## config.mk

```make
export PLATFORM = sky130hd
export DESIGN_NAME = three_axis_grid_scan_generator
export DESIGN_NICKNAME = d
export VERILOG_FILES = /design/src/sv/gsg_pkg.sv /design/src/sv/three_axis_grid_scan_generator.sv /design/src/sv/gsg_regs.sv /design/src/sv/gsg_div.sv /design/src/sv/gsg_dpath.sv /design/src/sv/gsg_ctrl.sv
export SDC_FILE = /design/constraint.sdc
export NUM_CORES = 2
export LEC_CHECK = 0
export BUFFER_PORTS_ARGS = -buffer_cell sky130_fd_sc_hd__buf_2
export CAP_MARGIN = 30
export CORE_MARGIN = 2
export CORE_UTILIZATION = 56
export CTS_CLUSTER_SIZE = 8
export DETAILED_ROUTE_END_ITERATION = 16
export PLACE_DENSITY_LB_ADDON = 0.25
export SETUP_SLACK_MARGIN = 0.2
export SLEW_MARGIN = 20
export SYNTH_ARGS = -nofsm -noshare
export SYNTH_HDL_FRONTEND = slang
export SYNTH_SLANG_ARGS = --single-unit
```

## constraint.sdc

```tcl
create_clock -name aclk -period 20.1 [get_ports aclk]
set_clock_uncertainty 0.2 [all_clocks]
set_input_delay 3.015 -clock aclk [delete_from_list [all_inputs] [get_ports aclk]]
set_output_delay 3.015 -clock aclk [all_outputs]
set_load 0.03 [all_outputs]
```

## src/sv/gsg_pkg.sv

```systemverilog
// package for the three-axis grid scan generator
// holds field widths, op and register codes, controller state and command/status structs
// no dependencies
package gsg_pkg;

    localparam int POS_W   = 32;
    localparam int COUNT_W = 13;
    localparam int AXES    = 3;

    // op codes carried in s_tuser
    localparam logic [1:0] OP_LOAD    = 2'd0;
    localparam logic [1:0] OP_ADVANCE = 2'd1;
    localparam logic [1:0] OP_ABORT   = 2'd2;

    // register indexes on the config port
    localparam logic [2:0] REG_X_LOWER = 3'd0;
    localparam logic [2:0] REG_X_UPPER = 3'd1;
    localparam logic [2:0] REG_Y_LOWER = 3'd2;
    localparam logic [2:0] REG_Y_UPPER = 3'd3;
    localparam logic [2:0] REG_Z_LOWER = 3'd4;
    localparam logic [2:0] REG_Z_UPPER = 3'd5;

    localparam logic [1:0] AXIS_X = 2'd0;
    localparam logic [1:0] AXIS_Z = 2'd2;

    typedef enum logic [1:0] {
        ST_IDLE,
        ST_DIV_START,
        ST_DIV_WAIT
    } gsg_state_t;

    typedef struct packed {
        logic       load;
        logic       advance;
        logic       abort;
        logic       div_start;
        logic       div_store;
        logic [1:0] axis;
    } gsg_cmd_t;

    typedef struct packed {
        logic out_stall;
        logic div_done;
    } gsg_status_t;

endpackage

```

## src/sv/three_axis_grid_scan_generator.sv

```systemverilog
// top level of the three-axis grid scan generator: ports, field unpacking, submodules
// depends on gsg_pkg, gsg_regs, gsg_ctrl, gsg_dpath (and gsg_div below it)
//
//  channel   direction  handshake                 contents
//  s_axis    in         s_tvalid / s_tready       op in tuser, start/end/count in tdata
//  m_axis    out        m_tvalid / m_tready       grid point in tdata, last point on tlast
//  apb       in         psel / penable, pready=1  six bound registers, 4-byte stride
//
// advance and abort words need no division; advance words stream at one per cycle while m_axis is not stalled
// a load word runs one serial 32-step division per axis on a shared divider
// s_tready is low while the divider runs and while a point waits on m_tready with m_tvalid high
// reset is synchronous on aresetn low and clears the scan and the bounds to 0
module three_axis_grid_scan_generator #(
    parameter int MAX_AXIS_POINTS = 4096
) (
    input  logic         aclk,
    input  logic         aresetn,
    input  logic         s_tvalid,
    output logic         s_tready,
    // x_start, y_start, z_start, x_end, y_end, z_end, x_count, y_count, z_count, pad
    input  logic [231:0] s_tdata,
    // op
    input  logic [1:0]   s_tuser,
    output logic         m_tvalid,
    input  logic         m_tready,
    // x_pos, y_pos, z_pos
    output logic [95:0]  m_tdata,
    output logic         m_tlast,
    input  logic         psel,
    input  logic         penable,
    input  logic         pwrite,
    input  logic [4:0]   paddr,
    input  logic [31:0]  pwdata,
    output logic [31:0]  prdata,
    output logic         pready
);
    import gsg_pkg::*;

    logic [AXES-1:0][POS_W-1:0]   lower_bound, upper_bound;
    logic [AXES-1:0][POS_W-1:0]   start_pos, end_pos, out_pos;
    logic [AXES-1:0][COUNT_W-1:0] count;
    gsg_cmd_t                     cmd;
    gsg_status_t                  status;

    for (genvar a = 0; a < AXES; a++) begin : g_unpack
        assign start_pos[a] = s_tdata[a*POS_W +: POS_W];
        assign end_pos[a]   = s_tdata[(AXES + a)*POS_W +: POS_W];
        assign count[a]     = s_tdata[2*AXES*POS_W + a*COUNT_W +: COUNT_W];
        assign m_tdata[a*POS_W +: POS_W] = out_pos[a];
    end

    assign pready = 1'b1;

    gsg_regs u_regs (
        .aclk        (aclk),
        .aresetn     (aresetn),
        .psel        (psel),
        .penable     (penable),
        .pwrite      (pwrite),
        .paddr       (paddr),
        .pwdata      (pwdata),
        .prdata      (prdata),
        .lower_bound (lower_bound),
        .upper_bound (upper_bound)
    );

    gsg_ctrl u_ctrl (
        .aclk     (aclk),
        .aresetn  (aresetn),
        .in_valid (s_tvalid),
        .in_op    (s_tuser),
        .in_ready (s_tready),
        .status   (status),
        .cmd      (cmd)
    );

    gsg_dpath #(
        .MAX_AXIS_POINTS(MAX_AXIS_POINTS)
    ) u_dpath (
        .aclk        (aclk),
        .aresetn     (aresetn),
        .cmd         (cmd),
        .status      (status),
        .lower_bound (lower_bound),
        .upper_bound (upper_bound),
        .start_pos   (start_pos),
        .end_pos     (end_pos),
        .count       (count),
        .out_ready   (m_tready),
        .out_valid   (m_tvalid),
        .out_pos     (out_pos),
        .out_last    (m_tlast)
    );

endmodule

```

## src/sv/gsg_regs.sv

```systemverilog
// bound registers of the grid scan generator behind an apb-style port
// depends on gsg_pkg
module gsg_regs (
    input  logic                                        aclk,
    input  logic                                        aresetn,
    input  logic                                        psel,
    input  logic                                        penable,
    input  logic                                        pwrite,
    input  logic [4:0]                                  paddr,
    input  logic [31:0]                                 pwdata,
    output logic [31:0]                                 prdata,
    output logic [gsg_pkg::AXES-1:0][gsg_pkg::POS_W-1:0] lower_bound,
    output logic [gsg_pkg::AXES-1:0][gsg_pkg::POS_W-1:0] upper_bound
);
    import gsg_pkg::*;

    logic [AXES-1:0][POS_W-1:0] lower_reg, lower_next;
    logic [AXES-1:0][POS_W-1:0] upper_reg, upper_next;
    logic                       wr_en;
    logic [2:0]                 reg_idx;

    assign wr_en   = psel && penable && pwrite;
    assign reg_idx = paddr[4:2];

    always_comb begin
        lower_next = lower_reg;
        upper_next = upper_reg;
        if (wr_en) begin
            case (reg_idx)
                REG_X_LOWER: lower_next[0] = pwdata;
                REG_X_UPPER: upper_next[0] = pwdata;
                REG_Y_LOWER: lower_next[1] = pwdata;
                REG_Y_UPPER: upper_next[1] = pwdata;
                REG_Z_LOWER: lower_next[2] = pwdata;
                REG_Z_UPPER: upper_next[2] = pwdata;
                default: ;
            endcase
        end
    end

    always_ff @(posedge aclk) begin
        if (!aresetn) begin
            lower_reg <= '0;
            upper_reg <= '0;
        end else begin
            lower_reg <= lower_next;
            upper_reg <= upper_next;
        end
    end

    always_comb begin
        case (reg_idx)
            REG_X_LOWER: prdata = lower_reg[0];
            REG_X_UPPER: prdata = upper_reg[0];
            REG_Y_LOWER: prdata = lower_reg[1];
            REG_Y_UPPER: prdata = upper_reg[1];
            REG_Z_LOWER: prdata = lower_reg[2];
            REG_Z_UPPER: prdata = upper_reg[2];
            default:     prdata = '0;
        endcase
    end

    assign lower_bound = lower_reg;
    assign upper_bound = upper_reg;

endmodule

```

## src/sv/gsg_div.sv

```systemverilog
// restoring divider, one quotient bit per cycle, for the per-axis step size
// depends on gsg_pkg
module gsg_div #(
    parameter int DIVISOR_W = 12
) (
    input  logic                      aclk,
    input  logic                      aresetn,
    input  logic                      start,
    input  logic [gsg_pkg::POS_W-1:0] dividend,
    input  logic [DIVISOR_W-1:0]      divisor,
    output logic                      done,
    output logic [gsg_pkg::POS_W-1:0] quotient
);
    import gsg_pkg::*;

    localparam int CNT_W = $clog2(POS_W);

    logic                 busy_reg, busy_next;
    logic                 done_reg, done_next;
    logic [CNT_W-1:0]     cnt_reg, cnt_next;
    logic [POS_W-1:0]     quo_reg, quo_next;
    logic [DIVISOR_W-1:0] rem_reg, rem_next;
    logic [DIVISOR_W-1:0] dsr_reg, dsr_next;
    logic [DIVISOR_W:0]   trial;
    logic                 fits;
    logic                 last_step;

    assign trial     = {rem_reg, quo_reg[POS_W-1]};
    assign fits      = trial >= {1'b0, dsr_reg};
    assign last_step = cnt_reg == CNT_W'(POS_W - 1);

    always_comb begin
        busy_next = busy_reg;
        done_next = 1'b0;
        cnt_next  = cnt_reg;
        quo_next  = quo_reg;
        rem_next  = rem_reg;
        dsr_next  = dsr_reg;
        if (start) begin
            busy_next = 1'b1;
            cnt_next  = '0;
            quo_next  = dividend;
            rem_next  = '0;
            dsr_next  = divisor;
        end else if (busy_reg) begin
            quo_next = {quo_reg[POS_W-2:0], fits};
            rem_next = fits ? DIVISOR_W'(trial - {1'b0, dsr_reg}) : DIVISOR_W'(trial);
            cnt_next = cnt_reg + CNT_W'(1);
            if (last_step) begin
                busy_next = 1'b0;
                done_next = 1'b1;
            end
        end
    end

    always_ff @(posedge aclk) begin
        if (!aresetn) begin
            busy_reg <= 1'b0;
            done_reg <= 1'b0;
            cnt_reg  <= '0;
        end else begin
            busy_reg <= busy_next;
            done_reg <= done_next;
            cnt_reg  <= cnt_next;
        end
    end

    always_ff @(posedge aclk) begin
        quo_reg <= quo_next;
        rem_reg <= rem_next;
        dsr_reg <= dsr_next;
    end

    assign done     = done_reg;
    assign quotient = quo_reg;

endmodule

```

## src/sv/gsg_dpath.sv

```systemverilog
// datapath: axis clamping, scan grid state, point stepping and the output register
// depends on gsg_pkg and gsg_div
module gsg_dpath #(
    parameter int MAX_AXIS_POINTS = 4096
) (
    input  logic                                         aclk,
    input  logic                                         aresetn,
    input  gsg_pkg::gsg_cmd_t                            cmd,
    output gsg_pkg::gsg_status_t                         status,
    input  logic [gsg_pkg::AXES-1:0][gsg_pkg::POS_W-1:0]  lower_bound,
    input  logic [gsg_pkg::AXES-1:0][gsg_pkg::POS_W-1:0]  upper_bound,
    input  logic [gsg_pkg::AXES-1:0][gsg_pkg::POS_W-1:0]  start_pos,
    input  logic [gsg_pkg::AXES-1:0][gsg_pkg::POS_W-1:0]  end_pos,
    input  logic [gsg_pkg::AXES-1:0][gsg_pkg::COUNT_W-1:0] count,
    input  logic                                         out_ready,
    output logic                                         out_valid,
    output logic [gsg_pkg::AXES-1:0][gsg_pkg::POS_W-1:0]  out_pos,
    output logic                                         out_last
);
    import gsg_pkg::*;

    localparam int IDX_W = $clog2(MAX_AXIS_POINTS);
    localparam int TOT_W = $clog2(MAX_AXIS_POINTS + 1);
    localparam int CMP_W = (TOT_W > COUNT_W) ? TOT_W : COUNT_W;

    logic [AXES-1:0][POS_W-1:0] origin_reg, cur_reg, inc_reg, mag_reg;
    logic [AXES-1:0][TOT_W-1:0] tot_reg;
    logic [AXES-1:0][IDX_W-1:0] idx_reg;
    logic [AXES-1:0]            neg_reg;
    logic                       active_reg, active_next;
    logic                       valid_reg, valid_next;
    logic [AXES-1:0][POS_W-1:0] pos_reg;
    logic                       last_reg;

    logic [AXES-1:0][POS_W-1:0] s_clamp, e_clamp, s_low, e_low;
    logic [AXES-1:0][TOT_W-1:0] n_sat;
    logic [AXES-1:0]            at_end, step_en;
    logic                       scan_last, emit;
    logic [POS_W-1:0]           div_q;
    logic                       div_done;
    logic [TOT_W-1:0]           sel_tot;
    logic [IDX_W-1:0]           sel_dsr;

    assign emit      = cmd.advance && active_reg;
    assign scan_last = &at_end;

    for (genvar a = 0; a < AXES; a++) begin : g_axis
        logic [TOT_W-1:0] idx_inc;
        logic [CMP_W-1:0] cnt_ext;

        // lower bound first, then upper bound wins
        assign s_low[a]   = ($signed(start_pos[a]) < $signed(lower_bound[a]))
                            ? lower_bound[a] : start_pos[a];
        assign s_clamp[a] = ($signed(s_low[a]) > $signed(upper_bound[a]))
                            ? upper_bound[a] : s_low[a];
        assign e_low[a]   = ($signed(end_pos[a]) < $signed(lower_bound[a]))
                            ? lower_bound[a] : end_pos[a];
        assign e_clamp[a] = ($signed(e_low[a]) > $signed(upper_bound[a]))
                            ? upper_bound[a] : e_low[a];

        assign cnt_ext  = CMP_W'(count[a]);
        assign n_sat[a] = (cnt_ext < CMP_W'(2)) ? TOT_W'(1)
                        : (cnt_ext > CMP_W'(MAX_AXIS_POINTS)) ? TOT_W'(MAX_AXIS_POINTS)
                        : TOT_W'(count[a]);

        assign idx_inc   = TOT_W'(idx_reg[a]) + TOT_W'(1);
        assign at_end[a] = idx_inc >= tot_reg[a];

        always_ff @(posedge aclk) begin
            if (cmd.load) begin
                origin_reg[a] <= s_clamp[a];
                cur_reg[a]    <= s_clamp[a];
                tot_reg[a]    <= n_sat[a];
                idx_reg[a]    <= '0;
                neg_reg[a]    <= $signed(e_clamp[a]) < $signed(s_clamp[a]);
                mag_reg[a]    <= ($signed(e_clamp[a]) < $signed(s_clamp[a]))
                                 ? s_clamp[a] - e_clamp[a] : e_clamp[a] - s_clamp[a];
            end else if (step_en[a]) begin
                if (at_end[a]) begin
                    idx_reg[a] <= '0;
                    cur_reg[a] <= origin_reg[a];
                end else begin
                    idx_reg[a] <= IDX_W'(idx_inc);
                    cur_reg[a] <= cur_reg[a] + inc_reg[a];
                end
            end
            if (cmd.div_store && cmd.axis == 2'(a)) begin
                if (tot_reg[a] < TOT_W'(2)) begin
                    inc_reg[a] <= '0;
                end else begin
                    inc_reg[a] <= neg_reg[a] ? (~div_q + POS_W'(1)) : div_q;
                end
            end
        end
    end

    // z steps on every point but the last, y when z wraps, x when y wraps
    assign step_en[2] = emit && !scan_last;
    assign step_en[1] = step_en[2] && at_end[2];
    assign step_en[0] = step_en[1] && at_end[1];

    assign sel_tot = tot_reg[cmd.axis];
    assign sel_dsr = IDX_W'(sel_tot - TOT_W'(1));

    gsg_div #(
        .DIVISOR_W(IDX_W)
    ) u_div (
        .aclk     (aclk),
        .aresetn  (aresetn),
        .start    (cmd.div_start),
        .dividend (mag_reg[cmd.axis]),
        .divisor  (sel_dsr),
        .done     (div_done),
        .quotient (div_q)
    );

    always_comb begin
        active_next = active_reg;
        if (cmd.load) begin
            active_next = 1'b1;
        end else if (cmd.abort) begin
            active_next = 1'b0;
        end else if (emit && scan_last) begin
            active_next = 1'b0;
        end
        valid_next = valid_reg;
        if (emit) begin
            valid_next = 1'b1;
        end else if (out_ready) begin
            valid_next = 1'b0;
        end
    end

    always_ff @(posedge aclk) begin
        if (!aresetn) begin
            active_reg <= 1'b0;
            valid_reg  <= 1'b0;
        end else begin
            active_reg <= active_next;
            valid_reg  <= valid_next;
        end
    end

    always_ff @(posedge aclk) begin
        if (emit) begin
            pos_reg  <= cur_reg;
            last_reg <= scan_last;
        end
    end

    assign status.out_stall = valid_reg && !out_ready;
    assign status.div_done  = div_done;
    assign out_valid        = valid_reg;
    assign out_pos          = pos_reg;
    assign out_last         = last_reg;

endmodule

```

## src/sv/gsg_ctrl.sv

```systemverilog
// controller: input handshake, op decode and sequencing of the step divisions
// depends on gsg_pkg
module gsg_ctrl (
    input  logic                 aclk,
    input  logic                 aresetn,
    input  logic                 in_valid,
    input  logic [1:0]           in_op,
    output logic                 in_ready,
    input  gsg_pkg::gsg_status_t status,
    output gsg_pkg::gsg_cmd_t    cmd
);
    import gsg_pkg::*;

    gsg_state_t state_reg, state_next;
    logic [1:0] axis_reg, axis_next;
    logic       accept;

    assign accept = in_valid && in_ready;

    always_comb begin
        state_next    = state_reg;
        axis_next     = axis_reg;
        in_ready      = 1'b0;
        cmd           = '0;
        cmd.axis      = axis_reg;
        case (state_reg)
            ST_IDLE: begin
                in_ready    = !status.out_stall;
                cmd.load    = accept && in_op == OP_LOAD;
                cmd.advance = accept && in_op == OP_ADVANCE;
                cmd.abort   = accept && in_op == OP_ABORT;
                if (accept && in_op == OP_LOAD) begin
                    axis_next  = AXIS_X;
                    state_next = ST_DIV_START;
                end
            end
            ST_DIV_START: begin
                cmd.div_start = 1'b1;
                state_next    = ST_DIV_WAIT;
            end
            ST_DIV_WAIT: begin
                if (status.div_done) begin
                    cmd.div_store = 1'b1;
                    if (axis_reg == AXIS_Z) begin
                        state_next = ST_IDLE;
                    end else begin
                        axis_next  = axis_reg + 2'd1;
                        state_next = ST_DIV_START;
                    end
                end
            end
            default: begin
                state_next = ST_IDLE;
            end
        endcase
    end

    always_ff @(posedge aclk) begin
        if (!aresetn) begin
            state_reg <= ST_IDLE;
            axis_reg  <= AXIS_X;
        end else begin
            state_reg <= state_next;
            axis_reg  <= axis_next;
        end
    end

endmodule

```

## Word-level counts from Yosys, hierarchy flattened

Index checks and enable logic that the tools add are counted.
W data, S select, Z words.

- Flip-flop bits (word level): 820
- Latch bits: 0
- Bits in writable memories: 0
- ROM bits: 0
- Bits of input ports: 278
- Output and inout bits: 132
- Logic and storage cells: 214
- Memories kept: 0

- Add/sub/neg operators: 17
- Multiply operators: 0
- Div/mod/pow operators: 0
- Order comparisons: 29
- Equality and inequality tests: 15
- Shifts and indexed selects: 0
- Muxes and demuxes: 63
- Bitwise operators: 3
- Reductions and logical operators: 43

Operator list:

| kind | count |
|---|---|
| $mux W32 | 30 |
| $lt A32 B32 Y1 | 9 |
| $gt A32 B32 Y1 | 6 |
| $pmux W32 S6 | 1 |
| $sub A32 B32 Y32 | 6 |
| $add A32 B32 Y32 | 3 |
| $lt A13 B2 Y1 const B | 6 |
| $bmux W32 S2 | 1 |
| $mux W12 | 5 |
| $add A12 B1 Y13 const B | 3 |
| $ge A13 B13 Y1 | 3 |
| $gt A13 B13 Y1 const B | 3 |
| $mux W13 | 3 |
| $add A32 B1 Y32 const B | 1 |
| $not A32 Y32 | 1 |
| $bmux W13 S2 | 1 |
| $logic_and A1 B1 Y1 | 15 |
| $mux W1 | 14 |
| $reduce_and A2 Y1 | 7 |
| $ge A13 B12 Y1 | 1 |
| $reduce_bool A2 Y1 | 6 |
| $sub A12 B1 Y12 const B | 1 |
| $sub A12 B12 Y12 | 1 |
| $mux W2 | 5 |
| 23 further kinds | 38 |

## Depth between registers and ports, before layout

- Depth after elaboration: 13
- Gate-level depth with buffers: 41
- Gate-level depth less buffers: 37

## Hierarchy

Synthesis repeated with hierarchy kept, for this count alone.

- Cells, all modules: 7122
- Area total of the unflattened synthesis: 65410.2 µm²

By module, submodules not included:

| module | instances | cells an instance | area each (µm²) | seq. area each (µm²) |
|---|---|---|---|---|
| gsg_dpath | 1 | 5973 | 53372.4 | 16465.8 |
| gsg_regs | 1 | 859 | 8670.8 | 3843.7 |
| gsg_div | 1 | 262 | 3121.7 | 1701.6 |
| gsg_ctrl | 1 | 26 | 234.0 | 80.1 |
| three_axis_grid_scan_generator | 1 | 2 | 11.3 | 0.0 |

## Worst setup path after synthesis

Ideal clock, no wire load.

- Kind: input to register
- Start point: input m_tready
- End point: register u_dpath.mag_reg[0] in the netlist's numbering (enable)
- Library setup time: 689 ps
- Arrival time: 11315 ps
- Data required time: 19211 ps
- Setup slack: 7897 ps
- Cell stages on the path: 8
- Path buffers: 3
- Cells stage by stage: nor2b_1 -> nor3_1 -> nand2_1 -> or3_1 -> clkbuf_1 -> inv_1 -> clkbuf_1 -> buf_1

RTL lines:

| item | RTL line | text |
|---|---|---|
| start: declaration | three_axis_grid_scan_generator.sv:25 | `input logic m_tready,` |
| end signal: indexed assignment | gsg_dpath.sv:76 | `mag_reg[a] <= ($signed(e_clamp[a]) < $signed(s_clamp[a]))` |
| end: declaration | gsg_dpath.sv:26 | `logic [AXES-1:0][POS_W-1:0] origin_reg, cur_reg, inc_reg, mag_reg;` |

==> reports/metrics.yaml <==
final_layout:
  nFillCells: 9564
  fin_cells: 8767
  syn_to_final_growth_pct: 11.1
  nNetsFinal: 8204
  final_cell_area_um2: 70300
  drive_above_1_share_pct: 14.2
timing:
  fin_crit_sh_pct: 66.4
  rsz0062_at_grt: "false"
  max-slew-margin-rel_pct: 29.5
  hold_viol: 0
  fin_setup_tns_ns: 0
  setup_violations: 0
  tightest_slew_ns: 1.03
  period_needed_ns: 13.36
  maxSlewViolCount: 0
  max_freq_mhz: 74.9
clock_tree:
  cts_setup_buffers: 0
  clock_sinks: 820
  clock_path_buffers: 3
  cts_made_buffers: 114
  path_clk_slew_ns: 0.05
  cts_resized: 0
  tritoncts: "yes"
  hold_buffers: 0
  clockRootBuffer: "clkbuf_16"
  clk_latency_ns: 0.72
  ctsHtreeMaxLevel: 3
critical_path:
  crit_arrival_ns: 13.61
  required_ns: 20.36
  worst_path_most_repeated_cell: "buf_4"
  critPathCaptureType: "register"
  critPathMaxFanout: 32
  cp_top_family: "compound AO/OA/AOI/OAI gates"
  cpPeakStageDelay_ns: 0.72
  slowest_stage: "mux2i_1"
  start_kind: "input pin"
  cp_num_buf_inv: 7
  path_class: "in2reg"
global_route:
  grt_pass1_wl_um: 339000
  antenna_found_initial: 3
  grt_usage_pct: 39.6
  grt_max_degree: 192
  grt-ovfl-total: 0
  grt_pass1_vias: 51202
place:
  dpl.hpwl_um: 189000
  place.gp.congestion: 1.00
  post_dp_cell_area_um2: 66900
  port_buffers: 405
  dp_cells: 8573
synthesis:
  yosys.area.top_type: "edfxtp_1"
  ys.flop_type: "edfxtp_1"
  synth.most_common_cell: "nand2_1"
  async_reset_ff_share_pct: 0
  synth_edf_count: 567
  synthTopCellsByArea: "edfxtp_1 27%, ha_1 14%, dfxtp_1 8.0%"
  yosysSeqAreaShare_pct: 34.9
  syn_area_per_cell_um2: 9.17
  synthCells: 6908
  synth_seq_cells: 820
  synth_area_um2: 63300
  yosysTopAreaCellShare_pct: 26.9
  synth_commonest_cells: "734 x nand2_1, 721 x ha_1, 697 x a21oi_1"
  ys_types: 85
  synth_nets: 7917
  synth_warnings: 0
routing:
  drt_iter0_drc: 7236
  drtAntennaViolNets: 0
  viasPerCell: 6.38
  drtPass1Iterations: 9
  drt-total-wl_um: 237000
  drc: 0
  vias: 55958
  routedWlPerCell_um: 27.1
flow_run:
  drv_cap: 0
power:
  peakVddDrop_v: 0.0000877
  power.density_nw_per_um2: 83.1
  p_leak_nw: 30.0
run_status:
  outcome: "completed"
floorplanning:
  die_w_um: 340
  ios: 410
  start_util_pct: 56.4
  die_area_um2: 116000
  die_y_um: 340
  core.rowCount: 123
  core_area_um2: 112000
hold_path:
  hp-class: "reg2reg"
## metal layers
layer	wire length (um)	part of all wire (%)	vias to the layer above	track usage, %
met3	26400	11	426	7.32
met5	13	0.0055	-	0
met4	13700	5.8	2	19.4
li1	-	-	25798	-
met2	94800	40	3227	55.3
met1	102000	43	26505	58.2
## cell type report
| cell class | count | area [um^2] | share of cell area, % |
|---|---|---|---|
| Inverter | 426 | 1610 | 2.30 |
| Antenna cell | 2 | 5.00 | 0.00712 |
| Tap cell | 1500 | 1880 | 2.67 |
| Clock inverter | 11 | 213 | 0.303 |
| Sequential cell | 820 | 22100 | 31.4 |
| Timing Repair Buffer | 510 | 2930 | 4.17 |
| Multi-Input combinational cell | 5323 | 38500 | 54.7 |
| Clock buffer | 175 | 3100 | 4.41 |
## worst reg2reg max path: cells and delay by family, from the launching register on
family	cells	cell delay, ns
AOI/OAI and AO/OA	14	3.51
muxes	3	1.47
adders and majority gates	3	1.26
DFF	1	0.60
xor gates and xnor gates	1	0.19
and+or+nand+nor	7	1.96
buffers and inverters	7	2.23
## logic make-up after synthesis
group	share of synthesized area, %
xor+xnor	4.09
compound gates	18.8
other cells	0.00592
fa+ha+maj	14.6
flops	34.9
buf+inv	4.57
mux	9.73
simple gates	13.3
## power by group
group / internal, mW / total, mW / switching [mW]
Clock: 1.05 / 1.81 / 0.760
Sequential: 1.94 / 2.00 / 0.0548
Combinational: 0.763 / 2.03 / 1.27
Total: 3.76 / 5.85 / 2.08
## final timing paths
path | startpoint | endpoint | slack [ns] | cells after the start
hold / removal | u_dpath.cur_reg[94]$_DFFE_PP_ | u_dpath.out_pos[94]$_DFFE_PP_ | 0.26 | 0
setup / recovery | s_tdata[69] | u_dpath.mag_reg[84]$_DFFE_PP_ | 6.74 | 35
hold reg to reg | u_dpath.cur_reg[94]$_DFFE_PP_ | u_dpath.out_pos[94]$_DFFE_PP_ | 0.26 | 0
setup reg to reg | u_regs.lower_bound[69]$_SDFFE_PN0P_ | u_dpath.mag_reg[84]$_DFFE_PP_ | 8.44 | 35
## per-stage QoR
| step | hold slack, ns | total power, mW | setup WS (ns) | util [%] |
|---|---|---|---|---|
| 3_5_place_dp | 0.247 | 4.00 | 6.20 | 59.5 |
| 2_1_floorplan | 0.231 | 3.36 | 7.90 | - |
| 4_1_cts | 0.257 | 5.79 | 6.92 | 62.5 |
| 3_3_place_gp | 0.245 | 3.99 | 6.34 | 59.5 |
| 6_report | 0.262 | 5.85 | 6.74 | 62.6 |
| 5_1_grt | 0.269 | 6.06 | 6.33 | 62.6 |
## cell usage in the layout (no fill, tap or decap), types with 268 or more instances in the layout
master,n
nand2_1,732
ha_1,721
a21oi_1,696
edfxtp_1,567
inv_1,421
nor2_1,412
buf_2,405
a21o_1,322
mux2_2,306
o21ai_0,276
mux2i_1,268
No activity file was read; power rests on OpenSTA's default activity.
